File: src/sv/csi_pkg.sv
// Types, field widths and rank weights for the cube state pattern index block.
// No dependencies; every other file of the block imports it.
package csi_pkg;

	localparam int CORNERS      = 8;
	localparam int TWISTS       = 7;
	localparam int EDGES        = 12;
	localparam int HALF         = 6;
	localparam int TWIST_SCALE  = 2187;

	localparam int CSLOTS_W = 24;
	localparam int CTWIST_W = 14;
	localparam int ESLOTS_W = 48;
	localparam int EFLIPS_W = 12;
	localparam int CIDX_W   = 27;
	localparam int EIDX_W   = 26;

	localparam int CRANK_W  = 16;
	localparam int TSUM_W   = 12;
	localparam int ERANK_W  = EIDX_W - HALF;
	localparam int ETERM_W  = 5;

	typedef logic [2:0]          cnt_t;
	typedef logic [ETERM_W-1:0]  eterm_t;
	typedef logic [CRANK_W-1:0]  crank_t;
	typedef logic [TSUM_W-1:0]   tsum_t;
	typedef logic [ERANK_W-1:0]  erank_t;

	typedef logic [CRANK_W-1:0] fact_tab_t [CORNERS];
	typedef logic [ERANK_W-1:0] fall_tab_t [HALF];
	typedef logic [TSUM_W-1:0]  pow3_tab_t [TWISTS];

	localparam fact_tab_t FACT_W = '{16'd1, 16'd1, 16'd2, 16'd6, 16'd24, 16'd120,
		16'd720, 16'd5040};
	localparam fall_tab_t FALL_W = '{20'd55440, 20'd5040, 20'd504, 20'd56, 20'd7, 20'd1};
	localparam pow3_tab_t POW3_W = '{12'd1, 12'd3, 12'd9, 12'd27, 12'd81, 12'd243, 12'd729};

	typedef struct packed {
		cnt_t [CORNERS-1:0]   larger;
		tsum_t                twist;
		eterm_t [EDGES-1:0]   eterm;
		logic [EFLIPS_W-1:0]  flips;
	} s1_t;

	typedef struct packed {
		crank_t               crank;
		tsum_t                twist;
		erank_t               erank0;
		erank_t               erank1;
		logic [EFLIPS_W-1:0]  flips;
	} s2_t;

	typedef struct packed {
		logic [CIDX_W-1:0] corner_index;
		logic [EIDX_W-1:0] first_edge_index;
		logic [EIDX_W-1:0] second_edge_index;
	} s3_t;

	typedef struct packed {
		logic en1;
		logic en2;
		logic en3;
	} stage_en_t;

endpackage

File: src/sv/csi_ifs.sv
// Valid/ready channel interfaces for the packed cube state and its indices.
// Depends on csi_pkg for field widths.
interface csi_state_if;
	import csi_pkg::*;
	logic                valid;
	logic                ready;
	logic [CSLOTS_W-1:0] corner_slots;
	logic [CTWIST_W-1:0] corner_twists;
	logic [ESLOTS_W-1:0] edge_slots;
	logic [EFLIPS_W-1:0] edge_flips;
	modport source (output valid, corner_slots, corner_twists, edge_slots, edge_flips,
		input ready);
	modport sink (input valid, corner_slots, corner_twists, edge_slots, edge_flips,
		output ready);
endinterface

interface csi_index_if;
	import csi_pkg::*;
	logic              valid;
	logic              ready;
	logic [CIDX_W-1:0] corner_index;
	logic [EIDX_W-1:0] first_edge_index;
	logic [EIDX_W-1:0] second_edge_index;
	modport source (output valid, corner_index, first_edge_index, second_edge_index,
		input ready);
	modport sink (input valid, corner_index, first_edge_index, second_edge_index,
		output ready);
endinterface

File: src/sv/csi_compare.sv
// Stage 1: pairwise piece compares per slot and the base-3 twist sum.
// Depends on csi_pkg.
module csi_compare (
	input  logic                         clk,
	input  logic                         en,
	input  logic [csi_pkg::CSLOTS_W-1:0] corner_slots,
	input  logic [csi_pkg::CTWIST_W-1:0] corner_twists,
	input  logic [csi_pkg::ESLOTS_W-1:0] edge_slots,
	input  logic [csi_pkg::EFLIPS_W-1:0] edge_flips,
	output csi_pkg::s1_t                 q_s1
);
	import csi_pkg::*;

	s1_t d;

	always_comb begin
		logic [2:0] cp [CORNERS];
		logic [3:0] ep [EDGES];
		cnt_t       cnt;
		d = '0;
		for (int i = 0; i < CORNERS; i++) cp[i] = corner_slots[3*i +: 3];
		for (int i = 0; i < EDGES; i++) ep[i] = edge_slots[4*i +: 4];
		for (int i = 0; i < CORNERS; i++) begin
			cnt = '0;
			for (int j = 0; j < i; j++)
				if (cp[i] < cp[j]) cnt = cnt + 3'd1;
			d.larger[i] = cnt;
		end
		for (int i = 0; i < TWISTS; i++)
			d.twist = d.twist + TSUM_W'(corner_twists[2*i +: 2]) * POW3_W[i];
		for (int h = 0; h < 2; h++) begin
			for (int p = 0; p < HALF; p++) begin
				cnt = '0;
				for (int q = 0; q < p; q++)
					if (ep[h*HALF+p] > ep[h*HALF+q]) cnt = cnt + 3'd1;
				d.eterm[h*HALF+p] = {1'b0, ep[h*HALF+p]} - ETERM_W'(cnt);
			end
		end
		d.flips = edge_flips;
	end

	always_ff @(posedge clk) begin
		if (en) q_s1 <= d;
	end
endmodule

File: src/sv/csi_weigh.sv
// Stage 2: factorial and falling-factorial weighted rank sums.
// Depends on csi_pkg.
module csi_weigh (
	input  logic         clk,
	input  logic         en,
	input  csi_pkg::s1_t d_s1,
	output csi_pkg::s2_t q_s2
);
	import csi_pkg::*;

	s2_t d;

	always_comb begin
		erank_t r [2];
		d = '0;
		for (int i = 1; i < CORNERS; i++)
			d.crank = d.crank + CRANK_W'(d_s1.larger[i]) * FACT_W[i];
		for (int h = 0; h < 2; h++) begin
			r[h] = '0;
			for (int p = 0; p < HALF; p++)
				r[h] = r[h] + ERANK_W'({{(ERANK_W-ETERM_W){d_s1.eterm[h*HALF+p][ETERM_W-1]}},
					d_s1.eterm[h*HALF+p]}) * FALL_W[p];
		end
		d.erank0 = r[0];
		d.erank1 = r[1];
		d.twist  = d_s1.twist;
		d.flips  = d_s1.flips;
	end

	always_ff @(posedge clk) begin
		if (en) q_s2 <= d;
	end
endmodule

File: src/sv/csi_scale.sv
// Stage 3: corner rank times 2187 plus twists, edge ranks packed with flip bits.
// Depends on csi_pkg.
module csi_scale (
	input  logic         clk,
	input  logic         en,
	input  csi_pkg::s2_t d_s2,
	output csi_pkg::s3_t q_s3
);
	import csi_pkg::*;

	s3_t d;

	always_comb begin
		logic [CIDX_W:0]  prod;
		logic [HALF-1:0]  fb [2];
		prod = (CIDX_W+1)'(d_s2.crank) * (CIDX_W+1)'(TWIST_SCALE)
			+ (CIDX_W+1)'(d_s2.twist);
		for (int h = 0; h < 2; h++)
			for (int p = 0; p < HALF; p++)
				fb[h][HALF-1-p] = d_s2.flips[h*HALF+p];
		d.corner_index      = prod[CIDX_W-1:0];
		d.first_edge_index  = {d_s2.erank0, fb[0]};
		d.second_edge_index = {d_s2.erank1, fb[1]};
	end

	always_ff @(posedge clk) begin
		if (en) q_s3 <= d;
	end
endmodule

File: src/sv/cube_state_pattern_index.sv
// Cube state pattern index: one packed cube state per transfer in, one set of
// three pattern-database indices out. Three register stages (compare, weighted
// sum, scale/pack) take one state per cycle, and each stage holds while the stage
// after it is full and stalled. Depends on csi_pkg, csi_ifs, csi_compare,
// csi_weigh and csi_scale.
module cube_state_pattern_index (
	input  logic        clk,
	input  logic        arst_n,
	csi_state_if.sink   state,
	csi_index_if.source index
);
	import csi_pkg::*;

	logic      v_s1, v_s2, v_s3;
	stage_en_t en;
	s1_t       p_s1;
	s2_t       p_s2;
	s3_t       p_s3;

	assign en.en3 = !v_s3 || index.ready;
	assign en.en2 = !v_s2 || en.en3;
	assign en.en1 = !v_s1 || en.en2;
	assign state.ready = en.en1;

	always_ff @(posedge clk or negedge arst_n) begin
		if (!arst_n) begin
			v_s1 <= 1'b0;
			v_s2 <= 1'b0;
			v_s3 <= 1'b0;
		end else begin
			if (en.en1) v_s1 <= state.valid;
			if (en.en2) v_s2 <= v_s1;
			if (en.en3) v_s3 <= v_s2;
		end
	end

	csi_compare u_compare (
		.clk           (clk),
		.en            (en.en1),
		.corner_slots  (state.corner_slots),
		.corner_twists (state.corner_twists),
		.edge_slots    (state.edge_slots),
		.edge_flips    (state.edge_flips),
		.q_s1          (p_s1)
	);

	csi_weigh u_weigh (
		.clk  (clk),
		.en   (en.en2),
		.d_s1 (p_s1),
		.q_s2 (p_s2)
	);

	csi_scale u_scale (
		.clk  (clk),
		.en   (en.en3),
		.d_s2 (p_s2),
		.q_s3 (p_s3)
	);

	assign index.valid             = v_s3;
	assign index.corner_index      = p_s3.corner_index;
	assign index.first_edge_index  = p_s3.first_edge_index;
	assign index.second_edge_index = p_s3.second_edge_index;

	a_full_stall: assert property (@(posedge clk) disable iff (!arst_n)
		(v_s1 && v_s2 && v_s3 && !index.ready) |-> !state.ready)
		else $error("input taken while pipeline full and stalled");

	a_empty_out_ready: assert property (@(posedge clk) disable iff (!arst_n)
		!v_s3 |-> state.ready)
		else $error("input held while output stage empty");

	a_enter: assert property (@(posedge clk) disable iff (!arst_n)
		(state.valid && state.ready) |=> v_s1)
		else $error("transfer lost at stage 1");

	a_stall_hold: assert property (@(posedge clk) disable iff (!arst_n)
		(v_s2 && v_s3 && !index.ready) |=> (v_s2 && v_s3))
		else $error("stalled stage dropped an item");
endmodule

File: src/flat_wrapper.sv
// flat-port wrapper written by rule: the top's interface ports become plain ports
module cube_state_pattern_index_flat import csi_pkg::*;
  (clk, arst_n, state_valid, state_corner_slots, state_corner_twists, state_edge_slots, state_edge_flips, state_ready, index_valid, index_corner_index, index_first_edge_index, index_second_edge_index, index_ready);
  csi_state_if state_i ();
  csi_index_if index_i ();
  input  logic clk;
  input  logic arst_n;
  input wire logic [$bits(state_i.valid)-1:0] state_valid;
  input wire logic [$bits(state_i.corner_slots)-1:0] state_corner_slots;
  input wire logic [$bits(state_i.corner_twists)-1:0] state_corner_twists;
  input wire logic [$bits(state_i.edge_slots)-1:0] state_edge_slots;
  input wire logic [$bits(state_i.edge_flips)-1:0] state_edge_flips;
  output wire logic [$bits(state_i.ready)-1:0] state_ready;
  output wire logic [$bits(index_i.valid)-1:0] index_valid;
  output wire logic [$bits(index_i.corner_index)-1:0] index_corner_index;
  output wire logic [$bits(index_i.first_edge_index)-1:0] index_first_edge_index;
  output wire logic [$bits(index_i.second_edge_index)-1:0] index_second_edge_index;
  input wire logic [$bits(index_i.ready)-1:0] index_ready;
  assign state_i.valid = state_valid;
  assign state_i.corner_slots = state_corner_slots;
  assign state_i.corner_twists = state_corner_twists;
  assign state_i.edge_slots = state_edge_slots;
  assign state_i.edge_flips = state_edge_flips;
  assign state_ready = state_i.ready;
  assign index_valid = index_i.valid;
  assign index_corner_index = index_i.corner_index;
  assign index_first_edge_index = index_i.first_edge_index;
  assign index_second_edge_index = index_i.second_edge_index;
  assign index_i.ready = index_ready;
  cube_state_pattern_index u_core (.clk(clk), .arst_n(arst_n), .state(state_i), .index(index_i));
endmodule
File: config.mk
export PLATFORM = sky130hd
export DESIGN_NAME = cube_state_pattern_index_flat
export DESIGN_NICKNAME = d
export VERILOG_FILES = /design/src/sv/csi_pkg.sv /design/src/sv/csi_ifs.sv /design/src/sv/csi_compare.sv /design/src/sv/csi_weigh.sv /design/src/sv/csi_scale.sv /design/src/sv/cube_state_pattern_index.sv /design/src/flat_wrapper.sv
export SDC_FILE = /design/constraint.sdc
export NUM_CORES = 1
export LEC_CHECK = 0
export BUFFER_PORTS_ARGS = -buffer_cell sky130_fd_sc_hd__buf_2
export CAP_MARGIN = 20
export CELL_PAD_IN_SITES_DETAIL_PLACEMENT = 1
export CELL_PAD_IN_SITES_GLOBAL_PLACEMENT = 1
export CORE_MARGIN = 2
export CORE_UTILIZATION = 46
export CTS_CLUSTER_DIAMETER = 30
export DETAILED_ROUTE_END_ITERATION = 10
export HOLD_SLACK_MARGIN = 0.15
export PLACE_DENSITY = 0.86
export SKIP_CTS_REPAIR_TIMING = 1
export SYNTH_ARGS = -nofsm -noshare
export SYNTH_HDL_FRONTEND = slang
export SYNTH_SLANG_ARGS = --single-unit
File: constraint.sdc
create_clock -name clk -period 6.9 [get_ports clk]
set_input_delay 1.38 -clock clk [delete_from_list [all_inputs] [get_ports clk]]
set_output_delay 1.38 -clock clk [all_outputs]
set_load 0.01 [all_outputs]
==> results of run 1 <==
how the worst max path moves through the flow:
stage               slack (ns)  cells after the start                           startpoint                                 to
floorplan                -0.01                     28  u_core.u_compare.q_s1[26]$_DFFE_PP_  u_core.u_weigh.q_s2[51]$_DFFE_PP_
global placement          0.11                     27  u_core.u_compare.q_s1[24]$_DFFE_PP_  u_core.u_weigh.q_s2[51]$_DFFE_PP_
detailed placement       -0.23                     23  u_core.u_compare.q_s1[56]$_DFFE_PP_  u_core.u_weigh.q_s2[30]$_DFFE_PP_
CTS                      -0.39                     23  u_core.u_compare.q_s1[64]$_DFFE_PP_  u_core.u_weigh.q_s2[30]$_DFFE_PP_
global route             -0.44                     27  u_core.u_compare.q_s1[54]$_DFFE_PP_  u_core.u_weigh.q_s2[31]$_DFFE_PP_
finish                   -0.30                     27  u_core.u_compare.q_s1[54]$_DFFE_PP_  u_core.u_weigh.q_s2[31]$_DFFE_PP_
registers in the layout (all words and copies together), names as in the netlist:
| signal | count |
|---|---|
| u_core.u_compare.q_s1 | 100 |
| u_core.u_weigh.q_s2 | 80 |
| u_core.u_scale.q_s3 | 79 |
| u_core.index.valid | 1 |
| u_core.v_s1 | 1 |
| u_core.v_s2 | 1 |
per-layer routing:
layer	global-route usage (%)	up-vias	part of all wire, %
met5	0	-	0.013
met4	9.83	2	4.3
met3	3.70	258	4.0
met2	47.8	602	54
met1	27.1	11500	38
li1	-	10300	-
layout by cell type (no fill, tap or decap), drive strengths merged, types with 20 or more instances in the layout:
cell / instances
a21o: 107
fa: 279
nand2: 49
xor2: 82
o21ai: 91
xnor2: 163
inv: 642
edfxtp: 259
nand2b: 78
nor2b: 49
a21oi: 142
clkbuf: 91
ha: 678
o21bai: 20
nand3: 23
nor2: 60
buf: 230
clkinv: 22
a41o: 21
logic make-up after synthesis:
kind of cell,synth area share (%)
compound gates,9.35
simple gates,5.09
xor+xnor,6.87
flops,25.1
fa+ha+maj,45.0
mux,0.817
buf+inv,7.75
per-stage QoR:
stage	util [%]	cells	TNS (ns)	worst slack (ns)	hold WS [ns]
finish	54.1	4121	-0.438	-0.300	0.415
global route	54.1	4121	-1.15	-0.441	0.418
CTS	53.4	4093	-1.16	-0.392	0.415
detailed placement	49.7	3960	-0.563	-0.233	0.406
global placement	49.7	3960	0	0.106	0.401
floorplan	-	2888	-0.0128	-0.0128	0.400
final cells by class:
class                   instances  area share [%]
multi-input cells            1981            58.4
well taps                     873            3.00
clock buffers                  91            5.40
clock inverters                42            1.54
inverters                     642            6.63
repair buffers                230            3.51
flip-flops and latches        262            21.6
==> implementation parameters, run 1 <==
Parameter                              Value

Yosys
  Number of nets in the synthesized netlist ... 3947
  Proportion of netlist area held by the largest area contributor ... 27.1%
  Number of storage elements in the synthesis netlist ... between 200 and 300
  Yosys Warn Count ... 0
  Number of enable-type register cells in the synthesized netlist ... 259
  Synthesized area divided by synthesized cell count ... 10.8 µm²
  Most numerous cell types in the synthesized netlist ... 678 x ha_1, 642 x inv_1, 279 x fa_1
  Primary FF master, synth ... edfxtp_1
  Cell with the most instances after synthesis ... ha_1
  Synthesized netlist cell count ... 2888
  Synth Cell Area ... 0.0313 mm²
  Sequential cell area fraction in the yosys report ... around a quarter
  Synth async-reset ratio ... between 1 and 1.5%
  Largest area contributor in the netlist ... ha_1
  Count of different cell masters after synthesis ... 54
  Top area cells in the synthesized netlist ... ha_1 27%, edfxtp_1 25%, fa_1 18%

Finish
  Fill cell instance count of the final layout ... 7243
  Fraction of final layout cells with drive strength greater than 1 ... 12.6%
  Layout-stage area growth over the synthesis result ... 16.5%
  Number of nets in the layout ... 4249
  Antenna diode count ... 0
  Post-route cell area ... 0.0364 mm²
  FF+latch area ... 0.00785 mm²
  Area occupied by multi-input gates ... 0.0213 mm²

CTS
  Largest buffer count on any clock path ... 3
  Clock edge transition at the registers on the reported setup and hold paths ... 0.04 ns
  CTS tree ... yes
  CTS HTree Levels ... 3
  Clock tree root driver cell ... clkbuf_16
  Total CTS buffers ... 73
  TritonCTS Sinks ... 262
  Clock Latency Late Sink ... 0.61 ns

Die
  Number of primary I/O pins ... 183
  Starting utilization of the core area ... 46.5%
  Die Area ... 0.0701 mm²
  Die width ... roughly 260 µm
  Die Y-Extent ... 265 µm
  Standard-cell rows ... 95
  Area of the core ... 0.0673 mm²

Run status
  Violations in the final reports ... negative setup slack
  Outcome ... finished with violations

Critical path
  WP buf/inv ... 5
  R2R Path Start ... u_core.u_compare.q_s1[54]$_DFFE_PP_
  Top cell family by delay on the critical path ... adder cells
  Highest-delay cell along the critical path ... fa_1
  Endpoint of the worst register-to-register path ... u_core.u_weigh.q_s2[31]$_DFFE_PP_
  Reg2Reg Depth ... 27
  Worst setup path class ... reg2reg
  Req. time, crit path ... 7.23 ns
  Kind of start point of the critical path ... flip-flop
  Cell with the most instances on the worst path ... fa_1
  Crit. End Element ... flip-flop
  Arr. time, crit path ... 7.53 ns
  R2R Setup Slk ... -0.30 ns
  Worst stage delay on the critical path ... 0.61 ns
  Maximum fanout along the worst path ... 5

Placement
  Area of placed instances ... 0.0334 mm²
  Number of I/O port buffers ... 182
  Routability congestion estimate from global placement ... 0.855
  Post-DP HPWL ... about 65000 µm

Route
  DR vias ... 22600
  Total wire length ... 91500 µm
  Remaining routing DRC violations ... 0
  Remaining antenna violation count ... 0
  Ratio of routed vias to standard cells ... 5.48
  Wirelength per Cell ... 22.2 µm
  Number of DRC violations after detailed-routing iteration 0 ... 1056
  Drt pass-1 iters ... 5

STA
  Pins Over Slew Limit ... 0
  Shortest period the worst path allows ... 7.20 ns
  Post-route fraction of the period consumed by the critical path ... 104%
  Count of endpoints failing hold in the final timing report ... 0
  # setup viols final ... 3
  F_max ... 139 MHz
  Least-Margin Pin Slew ... 0.935 ns
  Slew Limit Headroom ... between 30% and 40%
  Min setup slack post-route ... -0.300 ns
  Worst Clk Skew ... 0.0283 ns

Flow run
  Count of max-cap constraint violations ... 0

GRT
  GRT Resource Usage Total ... between 20% and 30%
  Remaining Overflow, GRT ... 0
  Number of global-route vias before repair ... 25900
  Pin count of the biggest net entering global routing ... 59
  Wire length of the first global-routing pass ... 137000 µm
  Initial antenna violation count ... 1

Worst hold path
  Worst-case hold path end point ... u_core.u_weigh.q_s2[7]$_DFFE_PP_
  Cell depth of the worst hold path ... 0
  Hold wc startpoint ... u_core.u_compare.q_s1[7]$_DFFE_PP_
  Class of the tightest hold or removal check ... reg2reg
Power of run 1 is left out: the tool's default activity adds up to more than one toggle a clock period on the data nets, which glitch-free logic cannot reach.
==> run 2: changes to the inputs <==
Settings changed: ABC_AREA set to 1, CORE_UTILIZATION 46 to 45, SLEW_MARGIN set to 20.
==> run 2 against run 1 <==
Compared with the run above:
- the flow now finishes without violations
- wire length grew 5.0%
- critical endpoint unchanged
- global-route usage is 0.75 points higher
- clock skew shrank 0.0070 ns
- die area grew 6.7%
- via count grew 12%
- largest cell class unchanged
- critical path depth grew 2
- sequential share of layout area down 0.74 points
- synthesized cell count rose by 19%
- first-iteration DRC count up 8.1%
- hold slack got worse by 0.0015 ns
==> implementation parameters, run 2 <==
Parameter                              Value

Run status
  Outcome ... finished clean

Die
  Die width ... 273 µm
  Number of primary I/O pins ... 183
  Area of the core ... 0.0716 mm²
  Starting utilization of the core area ... 45.6%
  Die Area ... 0.0747 mm²
  Standard-cell rows ... 98
  Die Y-Extent ... 273 µm

STA
  Setup repair after global routing missed its margin ... yes
  Pins Over Slew Limit ... 0
  Min setup slack post-route ... 0.126 ns
  Final worst hold slack ... 0.414 ns
  Post-route fraction of the period consumed by the critical path ... 98.2%
  Count of endpoints failing hold in the final timing report ... 0
  Least-Margin Pin Slew ... between 1 and 1.5 ns
  Shortest period the worst path allows ... 6.77 ns
  Setup TNS after final layout ... 0 ns
  # setup viols final ... 0
  F_max ... roughly 150 MHz
  Worst Clk Skew ... 0.0213 ns
  Slew Limit Headroom ... 25.1%

Critical path
  Endpoint of the worst register-to-register path ... u_core.u_weigh.q_s2[31]$_DFFE_PP_
  Reg2Reg Depth ... 29
  R2R Setup Slk ... about 0.13 ns
  Req. time, crit path ... a little over 7 ns
  Worst setup path class ... reg2reg
  Crit. End Element ... flip-flop
  Worst stage delay on the critical path ... 0.56 ns
  R2R Path Start ... u_core.u_compare.q_s1[51]$_DFFE_PP_
  Maximum fanout along the worst path ... 6
  Kind of start point of the critical path ... flip-flop
  Highest-delay cell along the critical path ... fa_1
  Arr. time, crit path ... about 7.1 ns

Yosys
  Sequential cell area fraction in the yosys report ... 24.1%
  Synth async-reset ratio ... 1.15%
  Synthesized area divided by synthesized cell count ... between 9 and 10 µm²
  Count of different cell masters after synthesis ... 54
  Synthesized netlist cell count ... around 3400
  Number of nets in the synthesized netlist ... around 4500
  Number of enable-type register cells in the synthesized netlist ... 259
  Synth Area in Simple Gates ... roughly a tenth
  Yosys Warn Count ... 0
  Primary FF master, synth ... edfxtp_1
  Fraction of synthesized area in multiplexers ... 0.161%
  Number of storage elements in the synthesis netlist ... around 260
  Post-synthesis compound-gate area fraction ... 7.12%
  Combinational family with the most area after synthesis ... adder cells
  Proportion of netlist area held by the largest area contributor ... 26.0%
  Synth Cell Area ... roughly 0.033 mm²
  Top area cells in the synthesized netlist ... ha_1 26%, edfxtp_1 24%, fa_1 17%
  Synthesized-area fraction occupied by adder cells ... 43.1%
  Most numerous cell types in the synthesized netlist ... 841 x inv_1, 678 x ha_1, 428 x nand2_1
  Post-synthesis xor/xnor area fraction ... ~6%
  Cell with the most instances after synthesis ... inv_1
  Largest area contributor in the netlist ... ha_1

Route
  DR vias ... 25400
  Wire length on met2 ... slightly above 50000 µm
  Routed length on met1 ... between 30000 and 40000 µm
  Met3 routed wirelength ... roughly 3700 µm
  Drt pass-1 iters ... 6
  Ratio of routed vias to standard cells ... 5.35
  Total wire length ... 96100 µm
  Highest signal layer in the routed design ... met4
  Number of DRC violations after detailed-routing iteration 0 ... roughly 1100
  Remaining antenna violation count ... 0
  Wirelength per Cell ... 20.3 µm
  Remaining routing DRC violations ... 0

Worst hold path
  Cell depth of the worst hold path ... 0
  Worst-case hold path end point ... u_core.u_weigh.q_s2[62]$_DFFE_PP_
  Hold wc startpoint ... u_core.u_compare.q_s1[82]$_DFFE_PP_
  Class of the tightest hold or removal check ... reg2reg

Finish
  Leading cell types in the layout, fill and taps excluded ... 837 x inv_1, 664 x ha_1, 424 x nand2_1
  Layout Cells excl Fill ... 4739
  Register with the highest flop count ... u_core.u_compare.q_s1
  Fraction of final layout cells with drive strength greater than 1 ... 11.7%
  Antenna diode count ... 0
  Number of nets in the layout ... about 4800
  Max FFs per register ... 100
  Largest regs ... u_core.u_compare.q_s1 x100, u_core.u_weigh.q_s2 x80, u_core.u_scale.q_s3 x79
  Most common library cell in the layout ignoring fill and taps ... inv_1
  Layout-stage area growth over the synthesis result ... 15.5%

CTS
  Total CTS buffers ... 75
  Largest buffer count on any clock path ... 3
  Clock tree root driver cell ... clkbuf_16
  TritonCTS Sinks ... 262
  Clock edge transition at the registers on the reported setup and hold paths ... 0.05 ns
  CTS HTree Levels ... 3
  CTS tree ... yes
  Clock Latency Late Sink ... 0.60 ns

Placement
  Count of placed standard cells including taps ... 4578
  Dpl ws ... 0.0413 ns
  Number of I/O port buffers ... between 150 and 200
  Post-DP HPWL ... 71200 µm
  Routability congestion estimate from global placement ... 0.900

GRT
  Initial antenna violation count ... 0
  GRT Resource Usage Total ... 25.6%
  Number of global-route vias before repair ... 29100
  Wire length of the first global-routing pass ... 151000 µm
  Pin count of the biggest net entering global routing ... 70
  Remaining Overflow, GRT ... 0

Flow run
  Count of max-cap constraint violations ... 0
==> run 2: cell count changes after synthesis, sizes merged, moves of 15 or more <==
cell | previous run | this run
nand2 | 49 | 444
inv | 642 | 846
xnor2 | 163 | 58
nand3 | 23 | 122
a21o | 107 | 18
xor2 | 82 | 162
nand2b | 78 | 0
nor2 | 60 | 117
nor2b | 49 | 0
a21oi | 142 | 185
a41o | 21 | 0
nand4 | 3 | 21
a32oi | 1 | 17
a31oi | 8 | 23
==> run 2: kinds of logic after synthesis <==
kind of cell | Yosys count
mux | 5
buf+inv | 849
fa+ha+maj | 957
xor+xnor | 221
compound gates | 397
simple gates | 748
flops | 262
==> run 2: per-stage QoR <==
stage / area, µm² / utilization, %
2_1_floorplan: 32700 / -
3_3_place_gp: 34800 / 48.6
3_5_place_dp: 34800 / 48.6
4_1_cts: 37300 / 52.1
5_1_grt: 37700 / 52.7
6_report: 37700 / 52.7
==> run 2: worst max path at each step <==
stage / start / slack [ns] / cells after the start / endpoint
2_1_floorplan: u_core.u_compare.q_s1[26]$_DFFE_PP_ / 0.55 / 23 / u_core.u_weigh.q_s2[49]$_DFFE_PP_
3_3_place_gp: u_core.u_compare.q_s1[20]$_DFFE_PP_ / 0.37 / 25 / u_core.u_weigh.q_s2[51]$_DFFE_PP_
3_5_place_dp: u_core.u_compare.q_s1[25]$_DFFE_PP_ / 0.04 / 26 / u_core.u_weigh.q_s2[51]$_DFFE_PP_
4_1_cts: u_core.u_compare.q_s1[25]$_DFFE_PP_ / -0.12 / 26 / u_core.u_weigh.q_s2[51]$_DFFE_PP_
5_1_grt: u_core.u_compare.q_s1[55]$_DFFE_PP_ / -0.19 / 25 / u_core.u_weigh.q_s2[31]$_DFFE_PP_
6_report: u_core.u_compare.q_s1[51]$_DFFE_PP_ / 0.13 / 29 / u_core.u_weigh.q_s2[31]$_DFFE_PP_
==> run 2: final cells by class <==
class	instances	area [µm²]
inverter	846	3180
sequential	262	7850
timing repair buffer	215	1160
fill	8125	33900
multi-input combinational	2328	21800
clock inverter	57	569
tap	950	1190
clock buffer	81	1920
==> run 2: worst max-delay path, delay by kind of cell (launching register included) <==
family                     cells  cell delay (ns)
and+or+nand+nor                6             0.63
xor gates and xnor gates       1             0.22
buffers and inverters          6             0.61
AOI/OAI and AO/OA              7             1.03
adders and majority gates      9             3.50
DFF                            1             0.52
==> run 2: metal layers <==
layer | GRT usage (%) | vias up
li1 | - | 11700
met1 | 28.1 | 12700
met2 | 48.3 | 674
met3 | 3.76 | 290
met4 | 11.4 | 0
met5 | 0 | -
Power of run 2 is left out for the same reason.
==> run 3: changes to the inputs <==
Settings changed: PLACE_DENSITY 0.86 to unset, PLACE_DENSITY_LB_ADDON set to 0.1.
==> run 3 against run 2 <==
Compared with the run above:
- wire length fell by 12%
- non-clock buffer count fell by 5
- sequential cell count did not move
- register-to-register slack improved by 0.11 ns
- worst setup slack improved by 0.11 ns
- largest cell class unchanged
==> implementation parameters, run 3 (synthesis gave the netlist of run 2 again) <==
Parameter                              Value

STA
  Least-Margin Pin Slew ... 0.904 ns
  Post-route fraction of the period consumed by the critical path ... 96.6%
  Count of endpoints failing hold in the final timing report ... 0
  Final worst hold slack ... between 0.4 and 0.5 ns
  Shortest period the worst path allows ... 6.67 ns
  # setup viols final ... 0
  F_max ... roughly 150 MHz
  Pins Over Slew Limit ... 0
  Worst Clk Skew ... 0.0474 ns
  Setup repair after global routing missed its margin ... yes
  Slew Limit Headroom ... around two fifths

Critical path
  Kind of start point of the critical path ... flip-flop
  Arr. time, crit path ... 7.01 ns
  Crit. End Element ... flip-flop
  Maximum fanout along the worst path ... 6
  Worst setup path class ... reg2reg
  Req. time, crit path ... 7.24 ns

Finish
  Number of nets in the layout ... 4779
  Fraction of final layout cells with drive strength greater than 1 ... 10.9%
  Register with the highest flop count ... u_core.u_compare.q_s1
  Largest regs ... u_core.u_compare.q_s1 x100, u_core.u_weigh.q_s2 x80, u_core.u_scale.q_s3 x79
  Leading cell types in the layout, fill and taps excluded ... 840 x inv_1, 675 x ha_1, 426 x nand2_1
  Layout-stage area growth over the synthesis result ... 15.6%
  Area occupied by multi-input gates ... ~0.022 mm²
  Max FFs per register ... 100
  FF+latch area ... 0.00785 mm²
  Fill cell instance count of the final layout ... around 8200
  Most common library cell in the layout ignoring fill and taps ... inv_1

GRT
  Remaining Overflow, GRT ... 0
  Number of global-route vias before repair ... around 27000
  Initial antenna violation count ... 10
  Pin count of the biggest net entering global routing ... 63
  Wire length of the first global-routing pass ... 138000 µm
  GRT Resource Usage Total ... 23.2%

CTS
  CTS tree ... yes
  CTS HTree Levels ... 3
  Total CTS buffers ... 72
  Clock edge transition at the registers on the reported setup and hold paths ... ~0.040 ns
  Clock Latency Late Sink ... 0.63 ns
  TritonCTS Sinks ... 262
  Clock tree root driver cell ... clkbuf_16
  Largest buffer count on any clock path ... 3

Worst hold path
  Class of the tightest hold or removal check ... reg2reg

Die
  Starting utilization of the core area ... a little under half
  Die width ... around 270 µm
  Number of primary I/O pins ... about 180
  Die Y-Extent ... between 200 and 300 µm
  Area of the core ... approximately 0.072 mm²
  Standard-cell rows ... 98
  Die Area ... between 0.07 and 0.08 mm²

Route
  Total wire length ... about 84000 µm
  DR vias ... 24100
  Number of DRC violations after detailed-routing iteration 0 ... 797
  Drt pass-1 iters ... 5
  Wirelength per Cell ... 17.8 µm
  Remaining routing DRC violations ... 0
  Ratio of routed vias to standard cells ... 5.09
  Remaining antenna violation count ... 0

Placement
  Number of I/O port buffers ... 182
  Post-DP HPWL ... 70800 µm
  Routability congestion estimate from global placement ... 0.882

Flow run
  Count of max-cap constraint violations ... 0

Run status
  Outcome ... finished clean
[run 3: cell count changes in the layout (fill, tap and decap cells not counted), moves of 5 or more]
| cell | before | now |
|---|---|---|
| clkinv_1 | 11 | 4 |
| bufinv_16 | 7 | 16 |
| clkinv_16 | 0 | 5 |
| a21oi_1 | 173 | 178 |
| clkinv_2 | 8 | 13 |
| ha_4 | 7 | 0 |
| buf_4 | 33 | 28 |
| ha_1 | 664 | 675 |
| inv_6 | 9 | 1 |
| a21oi_2 | 12 | 7 |
[run 3: worst paths after layout]
check | startpoint | slack (ns) | depth (start not counted) | to
worst max-delay path | u_core.u_compare.q_s1[20]$_DFFE_PP_ | 0.23 | 25 | u_core.u_weigh.q_s2[51]$_DFFE_PP_
worst min-delay path | u_core.u_compare.q_s1[79]$_DFFE_PP_ | 0.41 | 0 | u_core.u_weigh.q_s2[59]$_DFFE_PP_
worst max register to register | u_core.u_compare.q_s1[20]$_DFFE_PP_ | 0.23 | 25 | u_core.u_weigh.q_s2[51]$_DFFE_PP_
worst min register to register | u_core.u_compare.q_s1[79]$_DFFE_PP_ | 0.41 | 0 | u_core.u_weigh.q_s2[59]$_DFFE_PP_
max in group asynchronous | arst_n | 6.23 | 1 | u_core.index.valid$_DFFE_PN0P_
min in group asynchronous | arst_n | 0.56 | 1 | u_core.v_s1$_DFFE_PN0P_
[run 3: worst max-delay path, cell delays in order, from the launching register on]
cell and delay, ns:
edfxtp_1 0.49, ha_1 0.30, or2_2 0.31, ha_1 0.27, inv_1 0.04, fa_1 0.46, fa_1 0.54, inv_1 0.04
ha_1 0.34, nand2_1 0.09, nor3_1 0.25, a21oi_1 0.16, o21ai_1 0.17, xnor2_1 0.14, inv_1 0.07, fa_1 0.45
fa_1 0.54, fa_1 0.43, ha_2 0.39, nand2_1 0.09, nor3_2 0.23, inv_1 0.06, o211ai_1 0.29, inv_1 0.08
nand3_1 0.09, nand2_1 0.05
[run 3: area by class of cell]
type                       instances  area share [%]
antenna                            1         0.00663
clock buffer                      74            4.79
clock inverter                    58            2.40
inverter                         846            8.42
multi-input combinational       2328            57.5
sequential                       262            20.8
tap                              950            3.15
timing repair buffer             210            2.97
[run 3: layer usage]
layer	share of wire [%]	GRT usage [%]	vias to the layer above	routed length, µm
met1	44	28.6	11900	37100
met5	0.11	0	-	91
met3	3.6	4.11	131	3000
li1	-	-	11700	-
met4	2.0	5.61	14	1700
met2	50	41.8	322	42500
[run 3: per-stage QoR]
step / worst slack [ns] / area, µm² / setup TNS (ns) / std cells / util [%]
2_1_floorplan: 0.552 / 32700 / 0 / 3439 / -
3_3_place_gp: 0.384 / 34800 / 0 / 4578 / 48.6
3_5_place_dp: 0.0755 / 34800 / 0 / 4578 / 48.6
4_1_cts: -0.0385 / 37500 / -0.0385 / 4710 / 52.4
5_1_grt: -0.0731 / 37700 / -0.106 / 4728 / 52.7
6_report: 0.232 / 37700 / 0 / 4729 / 52.7
Power of run 3 is left out for the same reason.
